$ cat src/strc_pkg.sv
// Shared types and constants for the servo turnout ramp controller.
// No dependencies; every other file in src imports this package.
package strc_pkg;

    localparam int CFG_IDX_W  = 4;
    localparam int CFG_DATA_W = 16;

    // Ticks to wait before stepping, and ticks to hold at the end angle
    localparam logic [2:0] SETTLE_TICKS = 3'd5;
    localparam logic [3:0] HOLD_TICKS   = 4'd10;

    localparam logic [7:0] STEP_RESET  = 8'd4;
    localparam logic       RELAY_RESET = 1'b1;

    // Command codes
    localparam logic [2:0] FUNC_TICK   = 3'd0;
    localparam logic [2:0] FUNC_PLUS   = 3'd1;
    localparam logic [2:0] FUNC_MINUS  = 3'd2;
    localparam logic [2:0] FUNC_STOP   = 3'd3;
    localparam logic [2:0] FUNC_PRESET = 3'd4;

    // Position codes
    localparam logic [1:0] POS_PLUS     = 2'd0;
    localparam logic [1:0] POS_MINUS    = 2'd1;
    localparam logic [1:0] POS_TO_PLUS  = 2'd2;
    localparam logic [1:0] POS_TO_MINUS = 2'd3;

    // Configuration register indexes
    localparam logic [CFG_IDX_W-1:0] CFG_PLUS_END  = 4'd0;
    localparam logic [CFG_IDX_W-1:0] CFG_MINUS_END = 4'd1;
    localparam logic [CFG_IDX_W-1:0] CFG_STEP      = 4'd2;
    localparam logic [CFG_IDX_W-1:0] CFG_RELAY_LVL = 4'd3;

    typedef struct packed {
        logic [2:0]  func;
        logic [15:0] preset_angle;
        logic [1:0]  preset_position;
    } strc_cmd_t;

    typedef struct packed {
        logic [15:0] servo_angle;
        logic        servo_on;
        logic        relay_level;
        logic        relay_written;
        logic [1:0]  position_code;
        logic        busy_res;
        logic        done_pulse;
        logic        plus_move_event;
        logic        minus_move_event;
    } strc_res_t;

    typedef struct packed {
        logic [15:0] plus_end_angle;
        logic [15:0] minus_end_angle;
        logic [7:0]  step_per_tick;
        logic        relay_level_for_plus;
    } strc_cfg_t;

    typedef struct packed {
        logic [15:0] angle_now;
        logic [1:0]  position_now;
        logic        active;
        logic        target_is_minus;
        logic [2:0]  settle_count;
        logic [3:0]  hold_count;
        logic        relay_flipped;
        logic [15:0] mid_angle;
        logic        relay_out;
        logic        pulses_on;
    } strc_state_t;

endpackage

$ cat src/servo_turnout_ramp_controller_unit.sv
// Top level of the servo turnout ramp controller: input register, sequencer
// state, result register. Depends on strc_pkg, strc_cfg_regs and strc_step.
//
//   channel  | direction | handshake              | payload
//   ---------+-----------+------------------------+---------------------------
//   cmd      | in        | cmd_valid / cmd_stall  | strc_cmd_t (func, preset)
//   res      | out       | res_valid / res_stall  | strc_res_t (angle, flags)
//   cfg      | in        | cfg_wr_en, no wait     | cfg_index, cfg_wdata
//
// One item per clock sustained while res_stall is low. An accepted item sits
// in the input register, passes through the step logic into the result
// register and the sequencer state, and is offered as a result from then on.
// Reset is asynchronous and active low; it clears the valid bits, the state
// and loads the configuration registers with their reset values.
// A held result stalls the step stage; the input register still takes one
// more item, and cmd_stall rises only when both stages are full.
module servo_turnout_ramp_controller_unit
    import strc_pkg::*;
(
    input  logic                  clk,
    input  logic                  rst_n,
    input  logic                  cmd_valid,
    output logic                  cmd_stall,
    input  strc_cmd_t             cmd,
    output logic                  res_valid,
    input  logic                  res_stall,
    output strc_res_t             res,
    input  logic                  cfg_wr_en,
    input  logic [CFG_IDX_W-1:0]  cfg_index,
    input  logic [CFG_DATA_W-1:0] cfg_wdata
);

    strc_cfg_t   cfg;

    logic        s1_valid_reg;
    logic        s1_valid_next;
    strc_cmd_t   s1_item_reg;

    strc_state_t state_reg;
    strc_state_t state_next;

    logic        res_valid_reg;
    logic        res_valid_next;
    strc_res_t   res_reg;
    strc_res_t   res_next;

    logic        advance;
    logic        cmd_take;

    strc_cfg_regs u_cfg (
        .clk       (clk),
        .rst_n     (rst_n),
        .cfg_wr_en (cfg_wr_en),
        .cfg_index (cfg_index),
        .cfg_wdata (cfg_wdata),
        .cfg       (cfg)
    );

    strc_step u_step (
        .state      (state_reg),
        .cfg        (cfg),
        .cmd        (s1_item_reg),
        .state_next (state_next),
        .res        (res_next)
    );

    // Advance the step stage whenever the result register is free or drains
    assign advance   = !res_valid_reg || !res_stall;
    // Stall input only when the input register holds an item that cannot move
    assign cmd_stall = s1_valid_reg && !advance;
    assign cmd_take  = cmd_valid && !cmd_stall;

    assign s1_valid_next  = cmd_stall ? s1_valid_reg : cmd_valid;
    assign res_valid_next = advance ? s1_valid_reg : res_valid_reg;

    always_ff @(posedge clk or negedge rst_n)
    begin
        if (!rst_n)
        begin
            s1_valid_reg  <= 1'b0;
            res_valid_reg <= 1'b0;
            state_reg     <= '0;
        end
        else
        begin
            s1_valid_reg  <= s1_valid_next;
            res_valid_reg <= res_valid_next;
            // Commit the sequencer state only when the item moves to the result
            if (advance && s1_valid_reg)
            begin
                state_reg <= state_next;
            end
        end
    end

    // Payload registers: hold the item until it moves on
    always_ff @(posedge clk)
    begin
        if (cmd_take)
        begin
            s1_item_reg <= cmd;
        end
        if (advance && s1_valid_reg)
        begin
            res_reg <= res_next;
        end
    end

    assign res_valid = res_valid_reg;
    assign res       = res_reg;

    // A stalled item in the input register is never dropped
    a_s1_kept: assert property (@(posedge clk) disable iff (!rst_n)
        (s1_valid_reg && !advance) |=> s1_valid_reg)
        else $error("input item dropped while step stage stalled");

    // Servo pulses run exactly while a sequence is active
    a_pulses_active: assert property (@(posedge clk) disable iff (!rst_n)
        state_reg.pulses_on == state_reg.active)
        else $error("servo pulses and active flag disagree");

    // Settle counter never runs past its limit
    a_settle_range: assert property (@(posedge clk) disable iff (!rst_n)
        state_reg.settle_count <= SETTLE_TICKS)
        else $error("settle counter out of range");

    // A done pulse always leaves the sequencer idle
    a_done_idle: assert property (@(posedge clk) disable iff (!rst_n)
        (res_valid_reg && res_reg.done_pulse) |-> !res_reg.busy_res)
        else $error("done pulse with sequence still active");

    // A move event always reports the matching moving position
    a_move_pos: assert property (@(posedge clk) disable iff (!rst_n)
        (res_valid_reg && res_reg.plus_move_event) |->
        (res_reg.position_code == POS_TO_PLUS && !res_reg.minus_move_event))
        else $error("plus move event without moving-to-plus position");

endmodule

$ cat src/strc_cfg_regs.sv
// Configuration register file: end angles, step size, relay polarity.
// Depends on strc_pkg.
module strc_cfg_regs
    import strc_pkg::*;
(
    input  logic                  clk,
    input  logic                  rst_n,
    input  logic                  cfg_wr_en,
    input  logic [CFG_IDX_W-1:0]  cfg_index,
    input  logic [CFG_DATA_W-1:0] cfg_wdata,
    output strc_cfg_t             cfg
);

    strc_cfg_t cfg_reg;
    strc_cfg_t cfg_next;

    always_comb
    begin
        cfg_next = cfg_reg;
        if (cfg_wr_en)
        begin
            unique case (cfg_index)
                CFG_PLUS_END:  cfg_next.plus_end_angle       = cfg_wdata;
                CFG_MINUS_END: cfg_next.minus_end_angle      = cfg_wdata;
                CFG_STEP:      cfg_next.step_per_tick        = cfg_wdata[7:0];
                CFG_RELAY_LVL: cfg_next.relay_level_for_plus = cfg_wdata[0];
                default:       cfg_next = cfg_reg;
            endcase
        end
    end

    always_ff @(posedge clk or negedge rst_n)
    begin
        if (!rst_n)
        begin
            cfg_reg.plus_end_angle       <= '0;
            cfg_reg.minus_end_angle      <= '0;
            cfg_reg.step_per_tick        <= STEP_RESET;
            cfg_reg.relay_level_for_plus <= RELAY_RESET;
        end
        else
        begin
            cfg_reg <= cfg_next;
        end
    end

    assign cfg = cfg_reg;

endmodule

$ cat src/strc_step.sv
// Next-state and result logic for one item of the turnout sequencer.
// Depends on strc_pkg; purely combinational.
module strc_step
    import strc_pkg::*;
(
    input  strc_state_t state,
    input  strc_cfg_t   cfg,
    input  strc_cmd_t   cmd,
    output strc_state_t state_next,
    output strc_res_t   res
);

    logic [15:0] lo_angle;
    logic [15:0] hi_angle;
    logic [15:0] span;
    logic [15:0] mid_new;
    logic [15:0] end_angle;
    logic        up_dir;
    logic [16:0] up_sum;
    logic [15:0] up_val;
    logic [15:0] dn_floor;
    logic [15:0] dn_val;
    logic [15:0] angle_stepped;
    logic        crossed;
    logic [3:0]  hold_inc;
    logic        wrote;
    logic        done;
    logic        ev_plus;
    logic        ev_minus;

    // Midpoint of the two end angles, fixed when a move starts
    assign lo_angle = (cfg.plus_end_angle < cfg.minus_end_angle) ?
                      cfg.plus_end_angle : cfg.minus_end_angle;
    assign hi_angle = (cfg.plus_end_angle < cfg.minus_end_angle) ?
                      cfg.minus_end_angle : cfg.plus_end_angle;
    assign span     = hi_angle - lo_angle;
    assign mid_new  = lo_angle + {1'b0, span[15:1]};

    assign end_angle = state.target_is_minus ? cfg.minus_end_angle : cfg.plus_end_angle;
    assign up_dir    = (!state.target_is_minus) !=
                       (cfg.plus_end_angle < cfg.minus_end_angle);

    // Count up without wrap, clamp at the end angle
    assign up_sum = {1'b0, state.angle_now} + {9'b0, cfg.step_per_tick};
    assign up_val = (up_sum > {1'b0, end_angle}) ? end_angle : up_sum[15:0];

    // Count down floored at zero, then raised to the end angle
    assign dn_floor = (state.angle_now >= {8'b0, cfg.step_per_tick}) ?
                      (state.angle_now - {8'b0, cfg.step_per_tick}) : 16'd0;
    assign dn_val   = (dn_floor < end_angle) ? end_angle : dn_floor;

    assign angle_stepped = up_dir ? up_val : dn_val;
    assign crossed       = up_dir ? (angle_stepped > state.mid_angle) :
                                    (angle_stepped < state.mid_angle);
    assign hold_inc      = state.hold_count + 4'd1;

    always_comb
    begin
        state_next = state;
        wrote      = 1'b0;
        done       = 1'b0;
        ev_plus    = 1'b0;
        ev_minus   = 1'b0;

        unique case (cmd.func)
            FUNC_TICK:
            begin
                if (state.active)
                begin
                    if (state.settle_count < SETTLE_TICKS)
                    begin
                        state_next.settle_count = state.settle_count + 3'd1;
                    end
                    else if (state.angle_now == end_angle)
                    begin
                        state_next.hold_count = hold_inc;
                        if (hold_inc >= HOLD_TICKS)
                        begin
                            state_next.position_now = state.target_is_minus ?
                                                      POS_MINUS : POS_PLUS;
                            state_next.active    = 1'b0;
                            state_next.pulses_on = 1'b0;
                            done                 = 1'b1;
                        end
                    end
                    else
                    begin
                        state_next.angle_now = angle_stepped;
                        if (!state.relay_flipped && crossed)
                        begin
                            state_next.relay_flipped = 1'b1;
                            state_next.relay_out     =
                                (state.position_now == POS_TO_PLUS) ==
                                cfg.relay_level_for_plus;
                            wrote = 1'b1;
                        end
                    end
                end
            end
            FUNC_PLUS, FUNC_MINUS:
            begin
                if ((cmd.func == FUNC_PLUS &&
                     state.position_now != POS_PLUS &&
                     state.position_now != POS_TO_PLUS) ||
                    (cmd.func == FUNC_MINUS &&
                     state.position_now != POS_MINUS &&
                     state.position_now != POS_TO_MINUS))
                begin
                    state_next.active          = 1'b1;
                    state_next.target_is_minus = (cmd.func == FUNC_MINUS);
                    state_next.settle_count    = '0;
                    state_next.hold_count      = '0;
                    state_next.relay_flipped   = 1'b0;
                    state_next.mid_angle       = mid_new;
                    state_next.position_now    = (cmd.func == FUNC_MINUS) ?
                                                 POS_TO_MINUS : POS_TO_PLUS;
                    state_next.pulses_on       = 1'b1;
                    ev_plus                    = (cmd.func == FUNC_PLUS);
                    ev_minus                   = (cmd.func == FUNC_MINUS);
                end
            end
            FUNC_STOP:
            begin
                if (state.active)
                begin
                    state_next.active    = 1'b0;
                    state_next.pulses_on = 1'b0;
                    done                 = 1'b1;
                end
            end
            FUNC_PRESET:
            begin
                state_next.angle_now    = cmd.preset_angle;
                state_next.position_now = cmd.preset_position;
            end
            default:
            begin
                state_next = state;
            end
        endcase

        res.servo_angle      = state_next.angle_now;
        res.servo_on         = state_next.pulses_on;
        res.relay_level      = state_next.relay_out;
        res.relay_written    = wrote;
        res.position_code    = state_next.position_now;
        res.busy_res         = state_next.active;
        res.done_pulse       = done;
        res.plus_move_event  = ev_plus;
        res.minus_move_event = ev_minus;
    end

endmodule
$ cat config.mk
export PLATFORM = sky130hd
export DESIGN_NAME = servo_turnout_ramp_controller_unit
export DESIGN_NICKNAME = d
export VERILOG_FILES = /design/src/strc_pkg.sv /design/src/servo_turnout_ramp_controller_unit.sv /design/src/strc_cfg_regs.sv /design/src/strc_step.sv
export SDC_FILE = /design/constraint.sdc
export NUM_CORES = 1
export LEC_CHECK = 0
export BUFFER_PORTS_ARGS = -buffer_cell sky130_fd_sc_hd__buf_2
export CELL_PAD_IN_SITES_DETAIL_PLACEMENT = 0
export CELL_PAD_IN_SITES_GLOBAL_PLACEMENT = 1
export CORE_MARGIN = 2
export CORE_UTILIZATION = 49
export CTS_CLUSTER_DIAMETER = 100
export DETAILED_ROUTE_END_ITERATION = 10
export PLACE_DENSITY = 0.85
export SYNTH_ARGS = -nofsm -noshare
export SYNTH_HDL_FRONTEND = slang
export SYNTH_HIERARCHICAL = 1
export SYNTH_SLANG_ARGS = --single-unit
$ cat constraint.sdc
create_clock -name clk -period 9.2 [get_ports clk]
set_input_delay 1.38 -clock clk [delete_from_list [all_inputs] [get_ports clk]]
set_output_delay 1.38 -clock clk [all_outputs]
set_load 0.02 [all_outputs]
==> results.md <==
* Fin crit share at 85.3%
* Max Clk Rate at ~0.13 GHz
* Type of destination of the critical path: flop
* Cts-stage hold buffer count at 0
* Vias/cell at roughly 6.0
* Area of the multi-input gates at 6810 µm²
* Max FFs per register at 46
* Final nets at 1366
* Via count at 9060
* Filler Cell Count at 2063
* H-tree levels at 4
* Top FF cell, synth: dfrtp_1
* Worst Hold End: res_valid$_DFFE_PN0P_
* Ys Warns at 6
* Pre-CTS WS at ~1.5 ns
* # IOs at 73
* Clock buffer depth at 2
* CTS tree: yes
* Core Region at 22500 µm²
* Hold depth at 1
* Worst setup slack after layout at 1.35 ns
* Initial DRC Count at 765
* Post-synth EDFFs at 46
* Clock Sinks at 135
* Post-Syn Area at 11200 µm²
* Synth async-reset ratio at 65.9%
* P&R area growth vs syn at 8.44%
* Worst hold path startpoint: s1_valid_reg$_DFFE_PN0N_
* Final setup vio count at 0
* Worst Path Required at 9.51 ns
* DRT Pass-1 Iters at 5
* Post-place instance area at 11500 µm²
* DRC Markers at 0
* TNS Setup at 0 ns
* Die area at 24000 µm²
* Crit-path most repeated cell: a21o_1
* Post-Syn Instances at 1192
* Slew @ Worst Pin at 1.14 ns
* Post-synth top area share at between 10% and 20%
* Die width at roughly 160 µm
* CTS resizes at 0
* Max cap viols at 0
* Most frequent cell after synthesis: ha_1
* Vias in the first global route at 8547
* Number of I/O port buffers at 72
* Wire per inst at 20.0 µm
* Post-route cell area at 12100 µm²
* Status: finished clean
* CP arrival at 8.16 ns
* Mapped Nets at 1338
* Clk root buf: clkbuf_16
* All-Layer GR Usage at between 20 and 30%
* CTS buffer count at 17
* Post-CTS Repair Setup Buffers at 0
* CP Launch Type: flop
* Largest fanout on the critical path at 29
* DRT antenna net count at 0
* Antenna diode count at 0
* Final Max Slew Viols at 0
* Slowest cell on the critical path: a221o_1
* Crit Path Class: reg -> reg
* Layout cells sized above 1 at a little under a fifth
* Hold Fails Final Rpt at 0
* Reg2reg path depth at 36
* Tmin final at 7.85 ns
* First-pass GRT wire length at 47500 µm
* Register area at 3610 µm²
* Min-Delay Path Class: reg -> reg
* Final design utilization at 53.9%
* Die Y at between 150 and 200 µm
* Max transition margin at 23.7%
* Critical R2R Launch: state_reg[30]$_DFFE_PN0P_
* HPWL Detailed at 23200 µm
* Count of different cell masters after synthesis at 83
* Final Wtd Congestion at roughly 0.95
* Synth area leaders: dfrtp_1 19%, edfxtp_1 12%, ha_1 11%
* Starting density of the core at 49.7%
* Syn avg cell area at 9.38 µm²
* Clock transition at path regs at 0.07 ns
* Synth Register Bits at 135
* Setup Skew at 0.0129 ns
* R2R Setup Slk at 1.35 ns
* Worst R2R End: state_reg[1]$_DFFE_PN0P_
* FP Rows at 55
* Largest area contributor in the netlist: dfrtp_1
* Largest net degree at the start of global routing at 71
* Overflow after GRT at 0
* WL final at 30400 µm
* Commonest cells post-synth: 97 x ha_1, 91 x nand2_1, 89 x nor2_1
* RSZ-0062 raised after global routing: false
* Register area share after synthesis at between 30% and 40%
* Worst-Skew Late Latency at about 0.43 ns
* Crit-path max cell delay at 0.65 ns
* Initial antenna violation count at 0
==> critical path, delay by kind of cell, from the launching register on <==
| family | cells | cell delay [ns] |
|---|---|---|
| DFF | 1 | 0.45 |
| buffers and inverters | 3 | 0.22 |
| and+or+nand+nor | 5 | 0.57 |
| muxes | 3 | 0.80 |
| adders and majority gates | 4 | 1.14 |
| AOI/OAI and AO/OA | 21 | 4.55 |
==> area by class of cell <==
cell class	instances	share of cell area (%)
repair buffers	84	3.74
well taps	285	2.94
flip-flops and latches	135	29.8
multi-input cells	900	56.2
clock inverters	13	1.23
clock buffers	19	3.57
inverters	82	2.54
==> stage by stage <==
stage / instances / hold slack (ns)
finish: 1518 / 0.494
global route: 1518 / 0.514
CTS: 1518 / 0.489
detailed placement: 1486 / 0.477
global placement: 1486 / 0.463
floorplan: 1192 / 0.443
==> worst max path at each step <==
stage,depth (start not counted),startpoint,endpoint
6_report,36,state_reg[30]$_DFFE_PN0P_,state_reg[1]$_DFFE_PN0P_
5_1_grt,36,state_reg[30]$_DFFE_PN0P_,state_reg[1]$_DFFE_PN0P_
2_1_floorplan,40,state_reg[30]$_DFFE_PN0P_,state_reg[1]$_DFFE_PN0P_
4_1_cts,36,state_reg[30]$_DFFE_PN0P_,state_reg[1]$_DFFE_PN0P_
3_5_place_dp,36,state_reg[30]$_DFFE_PN0P_,state_reg[1]$_DFFE_PN0P_
3_3_place_gp,36,state_reg[30]$_DFFE_PN0P_,state_reg[1]$_DFFE_PN0P_
==> kinds of logic after synthesis <==
logic type | share of synthesized area (%)
compound gates | 17.7
xor+xnor | 5.16
fa+ha+maj | 11.4
buf+inv | 6.88
flops | 32.3
mux | 12.7
simple gates | 13.8
==> cell usage in the layout, fill, tap and decap left out, types with 5 or more instances in the layout <==
cell type  netlist  layout
dfrtp_1         87      87
nor2_1          89      89
ha_1            97      97
mux2i_1         23      23
inv_1           82      82
o22ai_1         16      15
a31oi_1          8       8
nor4_1           5       5
nor2b_1         14      14
o21ai_0         68      68
and2_1          10      10
a221oi_1         6       6
o21ai_1          5       5
mux2_2          66      66
o21a_1          17      17
mux2_4          29      29
a211oi_1         9       9
or3_1           12      12
a21oi_1         77      77
nor3_1          13      13
clkinv_4         0       5
a21o_1          26      26
o211ai_1         8       8
buf_2            6      71
nand3_1         20      20
o21bai_1        10      10
nand2b_1        14      14
nand2_1         91      91
clkbuf_16        0      17
xor2_1          16      16
buf_4           27      13
xnor2_1         48      48
edfxtp_1        46      46
nand4_1         14      14
o22a_1           5       5
==> per-layer routing <==
metal  track usage (%)  routed length, µm  up-vias
li1                  -                  -     4350
met1              33.6              13400     4371
met2              43.1              14500      276
met3              3.76               1460       63
met4              10.4               1030        0
met5                 0                  0        -
Power is left out: the tool's default activity adds up to more than one toggle a clock period on the data nets, which glitch-free logic cannot reach.
